## src/design/i2c_master_write_waveform_macros.svh

```systemverilog
// assertion macros shared by the i2c master write waveform modules
// depends on nothing; included by files that carry assertions
`ifndef I2C_MASTER_WRITE_WAVEFORM_MACROS_SVH
`define I2C_MASTER_WRITE_WAVEFORM_MACROS_SVH

// antecedent implies consequent in the same cycle
`define I2CW_ASSERT_IMPL(label, clk, rst, ante, cons) \
  label: assert property (@(posedge clk) disable iff (rst) (ante) |-> (cons)) \
    else $error("i2cw assertion failed");

// antecedent implies consequent in the next cycle
`define I2CW_ASSERT_NEXT(label, clk, rst, ante, cons) \
  label: assert property (@(posedge clk) disable iff (rst) (ante) |=> (cons)) \
    else $error("i2cw assertion failed");

`endif

```

## src/design/i2cw_pkg.sv

```systemverilog
// types and constants for the i2c master write waveform generator
// no dependencies
`default_nettype none

package i2cw_pkg;

  localparam int QUEUE_DEPTH_DEF = 2;

  localparam logic [3:0] HOLD_SHORT    = 4'd1;
  localparam logic [3:0] HOLD_SETUP    = 4'd3;
  localparam logic [3:0] HOLD_HIGH     = 4'd5;
  localparam logic [3:0] HOLD_ACK_HIGH = 4'd10;

  localparam logic [2:0] LAST_BIT = 3'd7;

  typedef struct packed {
    logic [7:0] data_byte;
    logic       first_byte;
    logic       last_byte;
  } byte_in_t;

  typedef struct packed {
    logic       scl_level;
    logic       sda_level;
    logic [3:0] hold_us;
    logic       last_segment;
  } seg_out_t;

  // classified byte as it travels through the queue
  typedef struct packed {
    logic [7:0] data_byte;
    logic       do_start;
    logic       do_stop;
  } cmd_t;

  typedef struct packed {
    logic full;
    logic empty;
  } q_status_t;

  typedef enum logic [1:0] {
    PH_START,
    PH_BITS,
    PH_ACK,
    PH_STOP
  } phase_t;

endpackage

`default_nettype wire

```

## src/design/i2cw_front.sv

```systemverilog
// front end: accepts input bytes into a holding register and forwards them to the queue
// depends on i2cw_pkg
`default_nettype none

module i2cw_front (
  input  wire logic                clk,
  input  wire logic                rst,
  input  wire logic                cmd_valid,
  output logic                     cmd_stall,
  input  wire i2cw_pkg::byte_in_t  cmd_data,
  input  wire i2cw_pkg::q_status_t q_status,
  output logic                     q_push,
  output i2cw_pkg::cmd_t           q_wdata
);
  import i2cw_pkg::*;

  logic hold_valid;
  logic hold_valid_next;
  cmd_t hold;
  logic accept;

  assign q_push    = hold_valid && !q_status.full;
  assign cmd_stall = hold_valid && q_status.full;
  assign accept    = cmd_valid && !cmd_stall;
  assign q_wdata   = hold;

  always_comb begin
    hold_valid_next = hold_valid;
    if (accept) begin
      hold_valid_next = 1'b1;
    end else if (q_push) begin
      hold_valid_next = 1'b0;
    end
  end

  always_ff @(posedge clk) begin
    if (rst) begin
      hold_valid <= 1'b0;
    end else begin
      hold_valid <= hold_valid_next;
    end
  end

  always_ff @(posedge clk) begin
    if (accept) begin
      hold.data_byte <= cmd_data.data_byte;
      hold.do_start  <= cmd_data.first_byte;
      hold.do_stop   <= cmd_data.last_byte;
    end
  end

endmodule

`default_nettype wire

```

## src/design/i2cw_queue.sv

```systemverilog
// short command queue between front end and sequencer
// depends on i2cw_pkg and the assertion macro header
`default_nettype none
`include "i2c_master_write_waveform_macros.svh"

module i2cw_queue #(
  parameter int DEPTH = i2cw_pkg::QUEUE_DEPTH_DEF
) (
  input  wire logic           clk,
  input  wire logic           rst,
  input  wire logic           push,
  input  wire i2cw_pkg::cmd_t wdata,
  input  wire logic           pop,
  output i2cw_pkg::cmd_t      rdata,
  output i2cw_pkg::q_status_t status
);
  import i2cw_pkg::*;

  localparam int AW = (DEPTH > 1) ? $clog2(DEPTH) : 1;
  localparam int CW = $clog2(DEPTH + 1);

  cmd_t          slots [DEPTH];
  logic [AW-1:0] wr_ptr;
  logic [AW-1:0] rd_ptr;
  logic [CW-1:0] count;

  assign status.full  = (count == CW'(DEPTH));
  assign status.empty = (count == '0);
  assign rdata        = slots[rd_ptr];

  always_ff @(posedge clk) begin
    if (rst) begin
      wr_ptr <= '0;
      rd_ptr <= '0;
      count  <= '0;
    end else begin
      if (push) begin
        wr_ptr <= (wr_ptr == AW'(DEPTH - 1)) ? '0 : wr_ptr + AW'(1);
      end
      if (pop) begin
        rd_ptr <= (rd_ptr == AW'(DEPTH - 1)) ? '0 : rd_ptr + AW'(1);
      end
      if (push && !pop) begin
        count <= count + CW'(1);
      end else if (pop && !push) begin
        count <= count - CW'(1);
      end
    end
  end

  always_ff @(posedge clk) begin
    if (push) begin
      slots[wr_ptr] <= wdata;
    end
  end

  `I2CW_ASSERT_IMPL(a_no_push_full, clk, rst, status.full, !push)
  `I2CW_ASSERT_IMPL(a_no_pop_empty, clk, rst, status.empty, !pop)
  `I2CW_ASSERT_NEXT(a_count_up, clk, rst, push && !pop, count == $past(count) + CW'(1))

endmodule

`default_nettype wire

```

## src/design/i2cw_back.sv

```systemverilog
// back end: segment sequencer with output register
// depends on i2cw_pkg and the assertion macro header
`default_nettype none
`include "i2c_master_write_waveform_macros.svh"

module i2cw_back (
  input  wire logic                clk,
  input  wire logic                rst,
  input  wire i2cw_pkg::q_status_t q_status,
  input  wire i2cw_pkg::cmd_t      q_rdata,
  output logic                     q_pop,
  output logic                     seg_valid,
  input  wire logic                seg_stall,
  output i2cw_pkg::seg_out_t       seg_data
);
  import i2cw_pkg::*;

  phase_t     phase, phase_next;
  logic       busy, busy_next;
  logic [1:0] sub, sub_next;
  logic [2:0] bit_cnt, bit_cnt_next;
  logic [7:0] shift, shift_next;
  logic       stop_flag, stop_flag_next;
  logic       seg_valid_next;
  seg_out_t   seg;
  logic       advance;

  assign advance = !seg_valid || !seg_stall;

  always_comb begin
    seg            = '0;
    phase_next     = phase;
    sub_next       = sub;
    bit_cnt_next   = bit_cnt;
    shift_next     = shift;
    stop_flag_next = stop_flag;
    busy_next      = busy;
    q_pop          = 1'b0;

    case (phase)
      PH_START: begin
        case (sub)
          2'd0: seg = '{1'b1, 1'b1, HOLD_SHORT, 1'b0};
          2'd1: seg = '{1'b1, 1'b1, HOLD_HIGH, 1'b0};
          2'd2: seg = '{1'b1, 1'b0, HOLD_HIGH, 1'b0};
          default: seg = '{1'b0, 1'b0, HOLD_SETUP, 1'b0};
        endcase
      end
      PH_BITS: begin
        seg.scl_level = (sub == 2'd1);
        seg.sda_level = shift[7];
        seg.hold_us   = (sub == 2'd1) ? HOLD_HIGH : HOLD_SETUP;
      end
      PH_ACK: begin
        seg.scl_level    = (sub == 2'd1);
        seg.sda_level    = 1'b1;
        seg.hold_us      = (sub == 2'd1) ? HOLD_ACK_HIGH : HOLD_SETUP;
        seg.last_segment = (sub == 2'd2) && !stop_flag;
      end
      PH_STOP: begin
        seg.scl_level    = (sub != 2'd0);
        seg.sda_level    = (sub == 2'd2);
        seg.hold_us      = (sub == 2'd2) ? HOLD_HIGH : HOLD_SETUP;
        seg.last_segment = (sub == 2'd2);
      end
      default: seg = '0;
    endcase

    if (advance && busy) begin
      sub_next = sub + 2'd1;
      case (phase)
        PH_START: begin
          if (sub == 2'd3) begin
            phase_next = PH_BITS;
            sub_next   = 2'd0;
          end
        end
        PH_BITS: begin
          if (sub == 2'd2) begin
            sub_next     = 2'd0;
            shift_next   = {shift[6:0], 1'b0};
            bit_cnt_next = bit_cnt + 3'd1;
            if (bit_cnt == LAST_BIT) begin
              phase_next = PH_ACK;
            end
          end
        end
        PH_ACK: begin
          if (sub == 2'd2) begin
            phase_next = PH_STOP;
            sub_next   = 2'd0;
          end
        end
        default: begin
          if (sub == 2'd2) begin
            sub_next = 2'd0;
          end
        end
      endcase
      if (seg.last_segment) begin
        busy_next = 1'b0;
      end
    end

    // take the next byte when idle or on the final segment of the current one
    if (advance && !q_status.empty && (!busy || seg.last_segment)) begin
      q_pop          = 1'b1;
      busy_next      = 1'b1;
      shift_next     = q_rdata.data_byte;
      stop_flag_next = q_rdata.do_stop;
      phase_next     = q_rdata.do_start ? PH_START : PH_BITS;
      sub_next       = 2'd0;
      bit_cnt_next   = 3'd0;
    end

    seg_valid_next = advance ? busy : seg_valid;
  end

  always_ff @(posedge clk) begin
    if (rst) begin
      phase     <= PH_BITS;
      busy      <= 1'b0;
      sub       <= 2'd0;
      bit_cnt   <= 3'd0;
      seg_valid <= 1'b0;
    end else begin
      phase     <= phase_next;
      busy      <= busy_next;
      sub       <= sub_next;
      bit_cnt   <= bit_cnt_next;
      seg_valid <= seg_valid_next;
    end
  end

  always_ff @(posedge clk) begin
    shift     <= shift_next;
    stop_flag <= stop_flag_next;
    if (advance) begin
      seg_data <= seg;
    end
  end

  `I2CW_ASSERT_IMPL(a_stop_needs_flag, clk, rst, busy && phase == PH_STOP, stop_flag)
  `I2CW_ASSERT_IMPL(a_start_at_bit0, clk, rst, busy && phase == PH_START, bit_cnt == 3'd0)
  `I2CW_ASSERT_NEXT(a_idle_after_last, clk, rst,
                    busy && advance && seg.last_segment && !q_pop, !busy)
  `I2CW_ASSERT_IMPL(a_hold_codes, clk, rst, seg_valid,
                    seg_data.hold_us == HOLD_SHORT || seg_data.hold_us == HOLD_SETUP ||
                    seg_data.hold_us == HOLD_HIGH || seg_data.hold_us == HOLD_ACK_HIGH)

endmodule

`default_nettype wire

```

## src/design/i2c_master_write_waveform.sv

```systemverilog
// i2c master write waveform generator, top level
// depends on i2cw_pkg, i2cw_front, i2cw_queue, i2cw_back
//
// usage:
//   cmd channel (cmd_valid / cmd_stall / cmd_data) takes one byte per transaction
//   with flags for a start condition before it and a stop condition after it.
//   seg channel (seg_valid / seg_stall / seg_data) returns one timed pin segment
//   per transaction: scl and sda levels, hold time in microseconds, and a flag
//   on the final segment of each byte.
//   a byte yields 27 segments, plus 4 with start and 3 with stop (27 to 34).
//   path: a byte taken on cmd passes through the front holding register, a queue
//   slot and the sequencer state before its first segment is registered on seg.
//   flow: one segment per cycle from the back-end sequencer while seg is not
//   stalled; the next byte follows its predecessor's final segment without a gap
//   when it is already queued. the front holding register and the queue buffer up to
//   QUEUE_DEPTH + 1 bytes ahead of the sequencer.
//   a stall on seg holds the segment and freezes the sequencer; the front keeps
//   taking bytes until queue and holding register are full, then raises cmd_stall.
//   reset empties the queue and both holding stages; no segment is pending.
`default_nettype none

module i2c_master_write_waveform #(
  parameter int QUEUE_DEPTH = i2cw_pkg::QUEUE_DEPTH_DEF
) (
  input  wire logic               clk,
  input  wire logic               rst,
  input  wire logic               cmd_valid,
  output logic                    cmd_stall,
  input  wire i2cw_pkg::byte_in_t cmd_data,
  output logic                    seg_valid,
  input  wire logic               seg_stall,
  output i2cw_pkg::seg_out_t      seg_data
);
  import i2cw_pkg::*;

  q_status_t q_status;
  logic      q_push;
  logic      q_pop;
  cmd_t      q_wdata;
  cmd_t      q_rdata;

  i2cw_front u_front (
    .clk       (clk),
    .rst       (rst),
    .cmd_valid (cmd_valid),
    .cmd_stall (cmd_stall),
    .cmd_data  (cmd_data),
    .q_status  (q_status),
    .q_push    (q_push),
    .q_wdata   (q_wdata)
  );

  i2cw_queue #(
    .DEPTH (QUEUE_DEPTH)
  ) u_queue (
    .clk    (clk),
    .rst    (rst),
    .push   (q_push),
    .wdata  (q_wdata),
    .pop    (q_pop),
    .rdata  (q_rdata),
    .status (q_status)
  );

  i2cw_back u_back (
    .clk       (clk),
    .rst       (rst),
    .q_status  (q_status),
    .q_rdata   (q_rdata),
    .q_pop     (q_pop),
    .seg_valid (seg_valid),
    .seg_stall (seg_stall),
    .seg_data  (seg_data)
  );

endmodule

`default_nettype wire

```

## config.mk

```make
export PLATFORM = sky130hd
export DESIGN_NAME = i2c_master_write_waveform
export DESIGN_NICKNAME = d
export VERILOG_FILES = /design/src/design/i2cw_pkg.sv /design/src/design/i2cw_front.sv /design/src/design/i2cw_queue.sv /design/src/design/i2cw_back.sv /design/src/design/i2c_master_write_waveform.sv
export VERILOG_INCLUDE_DIRS = /design/src /design/src/design
export SDC_FILE = /design/constraint.sdc
export NUM_CORES = 1
export LEC_CHECK = 0
export CORE_ASPECT_RATIO = 1.75
export CORE_MARGIN = 8
export CORE_UTILIZATION = 56
export DETAILED_ROUTE_END_ITERATION = 16
export DONT_BUFFER_PORTS = 1
export MAX_ROUTING_LAYER = met4
export PLACE_DENSITY = 0.84
export SLEW_MARGIN = 10
export SYNTH_ARGS = -nofsm -noshare
export SYNTH_HDL_FRONTEND = slang
export SYNTH_SLANG_ARGS = --single-unit
```

## constraint.sdc

```tcl
create_clock -name clk -period 2 [get_ports clk]
set_input_delay 0.1 -clock clk [delete_from_list [all_inputs] [get_ports clk]]
set_output_delay 0.1 -clock clk [all_outputs]
set_load 0.1 [all_outputs]
```

[Yosys cells after proc, flatten, opt, wreduce, memory -nomap -nowiden]
Memories as Yosys holds them, arrays and structs flattened. A register that Yosys moved wholly into a read port is not among the register bits.
Index checks and enable logic that the tools add are counted.
Word-level totals
  memories kept: 1
  input port bits: 14
  register bits: 40
  bits in latches: 0
  bits in read-only memories: 0
  logic and storage cells: 108
  output and inout bits: 9
  memory bits (writable): 20
Cells by class
  divide/modulo/power cells: 0
  bitwise operators: 0
  eq/ne operators: 12
  reduce and logical (&&, ||, !) cells: 36
  shift operators: 0
  multipliers: 0
  add/subtract/negate cells: 6
  magnitude comparators: 0
  mux-type cells: 35
Memory list
  u_queue.slots: words 2, width 10, rd ports 1, clocked after Yosys merged registers in 1, wr ports 1, RTL line i2cw_queue.sv:22  | cmd_t slots [DEPTH];
Operators by type and width (count)
  $mux 8: 4
  $pmux 6 s4: 1
  $mux 2: 11
  $pmux 7 s3: 1
  $reduce_bool 2->1: 7
  $mux 1: 13
  $ne 3x1->1 const B: 4
  $eq 2x2->1 const B: 5
  $logic_and 1x1->1: 9
  $logic_not 1->1: 9
  $logic_not 2->1: 3
  $mux 3: 2
  $pmux 2 s3: 1
  $reduce_and 3->1: 2
  $reduce_and 6->1: 1
  $add 2x1->2 const B: 2
  $eq 2x1->1 const B: 2
  $mux 4: 1
  $reduce_bool 4->1: 1
  $add 3x1->3 const B: 1
  $eq 3x3->1 const B: 1
  $pmux 1 s3: 1
  $add 1x1->1 const B: 2
  $logic_or 1x1->1: 2
  3 further kinds: 3

[Logic depth before layout (Yosys ltp)]
Gate-level depths: netlist (run 1).
  depth in word-level cells: 9
  mapped depth: 11
  mapped depth without buffers: 9

[Cells and area by module]
Synthesis (run 1) repeated with hierarchy kept, for this count alone.
Unflattened totals
  cells, all modules: 182
  area, all modules: 2637.5 µm²
Modules (own cells, without submodules)
  i2cw_back: area an instance 1356.3 µm², seq. area each 660.6 µm², cells an instance 113, times used 1
  i2cw_queue: area an instance 925.9 µm², seq. area each 700.7 µm², cells an instance 53, times used 1
  i2cw_front: area an instance 355.3 µm², seq. area each 320.3 µm², cells an instance 16, times used 1

[Worst setup path after synthesis (run 1)]
No wires, ideal clock.
  kind: reg-to-reg
  start point: register u_queue.count[0]
  end point: register u_front.hold, in the netlist u_front.q_wdata[0] (enable)
  period minus slack after synthesis: 2.693 ns
  buffers on the path: 0
  slack: -0.693 ns
  required time: 1.599 ns
  arrival: 2.291 ns
  cell stages (with the launch flop): 4
  setup time: 0.401 ns
  path through: dfxtp_1 > nand2b_1 > nor2_1 > nor2b_1
Between the ends
  word-level cells in the longest chain between the ends: 4
RTL lines
  start, declared: RTL line i2cw_queue.sv:25  | logic [CW-1:0] count;
  start signal, assigned: RTL line i2cw_queue.sv:44  | count <= count + CW'(1);
  start signal, assigned: RTL line i2cw_queue.sv:46  | count <= count - CW'(1);
  $eq 2x2->1: RTL line i2cw_queue.sv:27  | assign status.full = (count == CW'(DEPTH));
  $logic_and 1x1->1: RTL line i2cw_front.sv:23  | assign cmd_stall = hold_valid && q_status.full;
  named net cmd_stall: RTL line i2c_master_write_waveform.sv:28  | output logic cmd_stall,
  $logic_not 1->1: RTL line i2cw_front.sv:24  | assign accept = cmd_valid && !cmd_stall;
  $logic_and 1x1->1: RTL line i2cw_front.sv:24
  named net u_front.accept: RTL line i2cw_front.sv:20  | logic accept;
  end, declared: RTL line i2cw_front.sv:19  | cmd_t hold;
The timed path passes the listed nets, and every way through them passes these cells.
A chain may end at the register's enable or synchronous reset.

[Final worst setup path (run 1)]
  start point: register u_back.sub[0]
  end point: register u_queue.count[1]
Between the ends
  word-level cells in the longest chain between the ends: 9
  elaborated cells on any way between the ends: 11
  classes of those cells: eq/ne: 1; mux: 3; reduce/logical: 7
RTL lines
  start, declared: RTL line i2cw_back.sv:20  | logic [1:0] sub, sub_next;
  start signal, assigned: RTL line i2cw_back.sv:129  | sub <= sub_next;
  $eq 2x2->1 (*): RTL line i2cw_back.sv:58, i2cw_back.sv:64
  $logic_and 1x1->1: RTL line i2cw_back.sv:58  | seg.last_segment = (sub == 2'd2) && !stop_flag;
  $pmux 1 s3 (*): RTL line i2cw_back.sv:40  | case (phase)
  $logic_or 1x1->1 (*): RTL line i2cw_back.sv:106  | if (advance && !q_status.empty && (!busy || seg.last_segment)) begin
  $logic_and 1x1->1 (*): RTL line i2cw_back.sv:106
  $mux 1 (*): RTL line i2cw_back.sv:106
  $logic_not 1->1: RTL line i2cw_queue.sv:43  | if (push && !pop) begin
  $logic_and 1x1->1: RTL line i2cw_queue.sv:43
  $mux 2 / $reduce_bool 2->1 (equally long branches)
Mark *: on every way between the ends. The rest lies on a longest branch, timed or not.

==> metrics.yaml, run 1 <==
timing.final.crit_share: 0.9472
grt_pass1_wl_um: 7928
antenna_found_initial: 0
synth_nets: 221
dp_hpwl_um: 3052
seqPwrFrac: 0.410
worst-path-buf-inv: 2
syn_area_sq_um: 2547
yosysTopAreaCellShare: 0.5422
crit_path_end_kind: "register"
cpPeakStageDelay_ns: 0.34
fin_crit_ns: 1.894
yosysSeqAreaShare: 0.6601
coreArea_sq_um: 4404
fp.dieH_um: 105.2
power_switching_mw: 1.674
tns_ns: 0
drc: 0
wire_per_inst_um: 16.78
syn_inst: 195
synth.most_common_cell: "edfxtp_1"
cts_tree: "built"
crit_slowest_cell: "or3_1"
insertion_delay_ns: 0.34
grt_pass1_vias: 1704
drt-initial-drc-count: 65
fp.dieW_um: 66.99
clockBufferDepth: 2
worst_slew_pin_slew_ns: 0.5408
num_vias: 1625
ys.flop_type: "edfxtp_1"
fin_nets: 254
crit_chain: "inv_2, ha_2, nand2_1, a31oi_1, inv_1, ha_4, xor2_1, or3_1, a21oi_2"
yosysTopAreaCell: "edfxtp_1"
worst-setup-path-type: "register to register"
hold_violations: 0
finalMaxSlewViolations: 0
fin_skew_ns: 0.006258
yosys_warnings: 0
ir_drop_uv: 1583
postRouteWirelength_um: 4765
status: "complete, no violations"
h-tree-depth: 3
fin_hold_ws_ns: 0.1393
die_area_sq_um: 7048
grt_setup_unrepaired: "no"
synth_area_leaders: "edfxtp_1 54%, dfxtp_1 12%, ha_1 5.9%, mux2i_1 4.3%, nor2_1 4.0%"
areaGrowthSynthToFinish_pct: 20.87
gr-total-overflow: 0
drt_pass1_iterations: 4
p_int_mw: 2.929
num_rows: 32
cp.required_ns: 2.27
startpoint_type: "register"
cellLeakagePower_nw: 1.147
start_util: 0.5784
diodes: 0
synth-seq-cells: 61
numCtsBuffers: 9
clock_sinks: 61
root_buffer: "clkbuf_8"
finalSetupViolCount: 0
combPwrFrac: 0.333
viasPerCell: 5.722
num_io_pins: 23
cap_violations: 0
grt_usage: 0.1525
clk_pin_slew_ns: 0.07
setup_slack_ns: 0.1055
syn_area_per_cell_sq_um: 13.06
grt_max_degree: 21
power.share.switching: 0.3637
fin_util: 0.6991
clockPowerShare: 0.257
synth_edf_count: 46
synth_common_cells: "46 x edfxtp_1, 27 x nor2_1, 15 x dfxtp_1"
max_freq_ghz: 0.5278
synth.distinct_cells: 37
ant_nets: 0
min_path_type: "input pin to register"
place_ws_ns: 0.1015
drive_gt1_frac: 0.1974
maxSlewHeadroom: 0.6390
synthArstFlopShare: 0
post-cts-setup-buffer-count: 0
port_buffers: 0
cp_max_fo: 3
cp_top_family: "simple AND/OR/NAND/NOR gates"
gp_congestion: 0.9669
power_density_nw_per_um2: 1495
arrival_ns: 2.17
[per-layer routing]
metal / part of all wire / vias up / track usage
met5: 0 / - / -
met4: 0.037 / 0 / 0.09023
met3: 0.039 / 18 / 0.04560
met2: 0.55 / 46 / 0.2570
met1: 0.38 / 795 / 0.1458
li1: - / 766 / -
[worst reg2reg max path: stages (launching register included)]
cell and delay, ns:
dfxtp_1 0.32, inv_2 0.08, ha_2 0.22, nand2_1 0.09, a31oi_1 0.21, inv_1 0.11, ha_4 0.16, xor2_1 0.14
or3_1 0.34, a21oi_2 0.16
[logic make-up (layout without fill, tap and decap cells)]
| family | after synthesis | count (layout) | share of synthesized area |
|---|---|---|---|
| flip-flops | 61 | 61 | 0.6601 |
| adder cells (fa/ha/maj) | 12 | 12 | 0.05894 |
| buffers and inverters | 19 | 57 | 0.03536 |
| AND/OR/NAND/NOR | 48 | 48 | 0.08203 |
| AO/OA/AOI/OAI | 38 | 38 | 0.09873 |
| XOR/XNOR | 5 | 5 | 0.01719 |
| multiplexers | 12 | 12 | 0.04764 |
[power groups by stage]
stage / clock network, mW / logic [mW] / registers, mW
2_1_floorplan: 0 / 0.818 / 2.25
3_3_place_gp: 0 / 1.43 / 1.89
3_5_place_dp: 0 / 1.46 / 1.91
4_1_cts: 1.18 / 1.51 / 1.88
5_1_grt: 1.25 / 1.66 / 1.92
6_report: 1.18 / 1.53 / 1.89
[registers in the layout, indices dropped and copies added (netlist names), 2 cells and up, named ones only]
name             cells
u_back.seg_data      7
u_back.sub           2
u_queue.count        2
u_back.phase         2
u_back.bit_cnt       3
u_queue.slots       20
u_back.shift         8
u_front.q_wdata     10
[cell type report]
cell class | count | area (sq um)
Clock inverter | 7 | 90.09
Inverter | 12 | 45.04
Clock buffer | 9 | 123.9
Sequential cell | 61 | 1687
Timing Repair Buffer | 29 | 252.7
Tap cell | 51 | 63.81
Fill cell | 322 | 1325
Multi-Input combinational cell | 115 | 817.0
[layout by cell type (no fill, tap or decap), types with 2 or more instances in the layout]
master / Yosys / final
ha_1: 12 / 8
ha_4: 0 / 2
a22oi_1: 2 / 2
dfxtp_2: 0 / 4
o221ai_1: 2 / 2
nor2b_1: 3 / 3
clkinv_2: 0 / 2
dlygate4sd3_1: 0 / 14
bufinv_16: 0 / 2
nor2_1: 27 / 26
o21ai_0: 10 / 10
a21oi_1: 12 / 11
dfxtp_1: 15 / 11
xnor2_1: 2 / 2
inv_2: 0 / 2
inv_1: 12 / 10
nand2_1: 9 / 9
buf_4: 2 / 15
nand3_1: 2 / 2
ha_2: 0 / 2
edfxtp_1: 46 / 46
and3_1: 2 / 2
mux2i_1: 11 / 11
xor2_1: 3 / 3
clkbuf_8: 0 / 9
a31oi_1: 2 / 2
[worst paths after layout]
kind              cells past startpoint                   to  slack [ns]                from
setup / recovery                      9     u_queue.count[1]        0.11       u_back.sub[0]
hold / removal                        2      u_back.phase[1]        0.14                 rst
setup reg to reg                      9     u_queue.count[1]        0.11       u_back.sub[0]
hold reg to reg                       0  u_queue.slots[0][0]        0.45  u_front.q_wdata[0]
[stage by stage]
stage                     area (sq um)  total power [mW]  cells
after floorplan                   2569             3.068    195
after global placement            2700             3.318    254
after detailed placement          2700             3.366    254
after CTS                         3054             4.569    284
after global routing              3079             4.833    284
final                             3079             4.604    284
[repair_timing]
item / in CTS / in global routing
hold buffers: 14 / 0
hold endpoints to repair: 21 / 0
setup endpoints to repair: 0 / 1
gates resized for setup: 0 / 9
Power figures use the tool's default switching activity.
==> run 2: changes to the inputs <==
Settings changed: CORE_ASPECT_RATIO 1.75 to 0.9.
==> run 2 against run 1 <==
- wire length is 4.4% higher
- sequential share of layout area decreased by 0.97 points
- die area down 1.2%
- sequential power hardly changed
- critical path type unchanged
- critical endpoint is now u_back.sub[1]
- highest routed layer unchanged
==> metrics.yaml, run 2 (synthesis gave the netlist of run 1 again) <==
status: "complete, no violations"
cp_max_fo: 20
drt-initial-drc-count: 109
dp_hpwl_um: 2874
fin_crit_ns: 1.935
critPathLaunch: "u_back.sub[0]"
final_cell_mix: "46 x edfxtp_1, 26 x nor2_1, 14 x dfxtp_1, 14 x dlygate4sd3_1, 14 x buf_4"
clk_pin_slew_ns: 0.07
startpoint_type: "register"
antenna_found_initial: 0
root_buffer: "clkbuf_8"
setup_slack_ns: 0.06511
ir_drop_uv: 1224
fin_skew_ns: 0.006654
die_area_sq_um: 6966
largest_reg_flops: 20
tns_ns: 0
clock_sinks: 61
cellLeakagePower_nw: 1.170
cp.required_ns: 2.25
final_common_cell: "edfxtp_1"
crit_path_end_kind: "register"
min_path_type: "input pin to register"
drt_pass1_iterations: 4
worst_slew_pin_slew_ns: 0.5475
num_rows: 23
num_vias: 1616
timing.final.crit_share: 0.9674
place_ws_ns: 0.03753
placed_cell_area_sq_um: 2706
cts_tree: "built"
grt_usage: 0.1613
hold_violations: 0
coreArea_sq_um: 4403
worst_r2r_endpoint: "u_back.sub[1]"
worst-path-buf-inv: 2
worst-setup-path-type: "register to register"
wire_per_inst_um: 16.92
fp.dieW_um: 87.10
fin_nets: 253
num_io_pins: 23
diodes: 0
insertion_delay_ns: 0.34
cp-endpoint: "u_back.sub[1]"
gr-total-overflow: 0
gp_congestion: 0.8868
finalSetupViolCount: 0
grt_max_degree: 21
cpPeakStageDelay_ns: 0.39
regMostFlops: "u_queue.slots"
p_total_mw: 4.913
postRouteWirelength_um: 4974
clockBufferDepth: 2
cap_violations: 0
design_area_sq_um: 3128
timing.rr.start: "u_back.sub[0]"
post-cts-setup-buffer-count: 0
arrival_ns: 2.18
viasPerCell: 5.497
reg2reg_depth: 7
crit_chain: "inv_2, ha_1, nand2_1, a31oi_2, buf_4, or2_0, a311oi_1"
rrSetupSlack_ns: 0.07
grt_setup_unrepaired: "no"
start_util: 0.5786
cp_top_family: "simple AND/OR/NAND/NOR gates"
max_freq_ghz: 0.5168
h-tree-depth: 3
crit_slowest_cell: "dfxtp_1"
grt_pass1_vias: 1640
power_density_nw_per_um2: 1571
grt_pass1_wl_um: 7962
crit_cells: 7
numCtsBuffers: 9
port_buffers: 0
areaGrowthSynthToFinish_pct: 22.79
finalMaxSlewViolations: 0
ant_nets: 0
drc: 0
fp.dieH_um: 79.99
drive_gt1_frac: 0.1853
maxSlewHeadroom: 0.6345
## run 2: changes by cell type in the layout (fill, tap and decap cells not counted), sizes merged
cell / before / now
inv: 12 / 13
clkinv: 4 / 2
buf: 15 / 14
bufinv: 2 / 4
clkinvlp: 1 / 0
## run 2: metal layers
| layer | global-route usage | share of wire |
|---|---|---|
| met2 | 0.2774 | 0.51 |
| met5 | - | 0 |
| met1 | 0.1540 | 0.41 |
| met4 | 0.08233 | 0.025 |
| met3 | 0.06379 | 0.057 |
## run 2: through the flow
stage,hold WS [ns],cells,utilization
CTS,0.0005001,293,0.7056
finish,0.1833,294,0.7104
detailed placement,0.1685,264,0.6147
global placement,0.1682,264,0.6147
global route,0.1745,294,0.7104
floorplan,0.1989,195,-
## run 2: final cells by class
type	instances	area (sq um)
fill	288	1275
clock buffer	9	123.9
clock inverter	7	146.4
multi-input combinational	115	807.0
tap	62	77.57
sequential	61	1683
inverter	12	45.04
timing repair buffer	28	245.2
## run 2: how the worst min path moves through the flow
stage	end	startpoint	cells after the start	slack, ns
4_1_cts	u_back.sub[1]	seg_stall	3	0.0005
6_report	u_front.q_wdata[8]	cmd_valid	2	0.18
2_1_floorplan	u_front.q_wdata[0]	cmd_data[0]	0	0.20
5_1_grt	u_front.q_wdata[9]	cmd_valid	2	0.17
3_5_place_dp	u_back.seg_valid	rst	1	0.17
3_3_place_gp	u_back.seg_valid	rst	1	0.17
## run 2: what timing repair did
item                                   in CTS  in global routing
resized for setup                           0                  5
endpoints found under the hold margin      19                  1
setup endpoints to repair                   0                 16
hold buffers                               13                  1
## run 2: power breakdown
part	total, mW	switching [mW]	internal (mW)
logic	1.53	1.03	0.501
clock network	1.48	0.519	0.962
registers	1.90	0.172	1.73
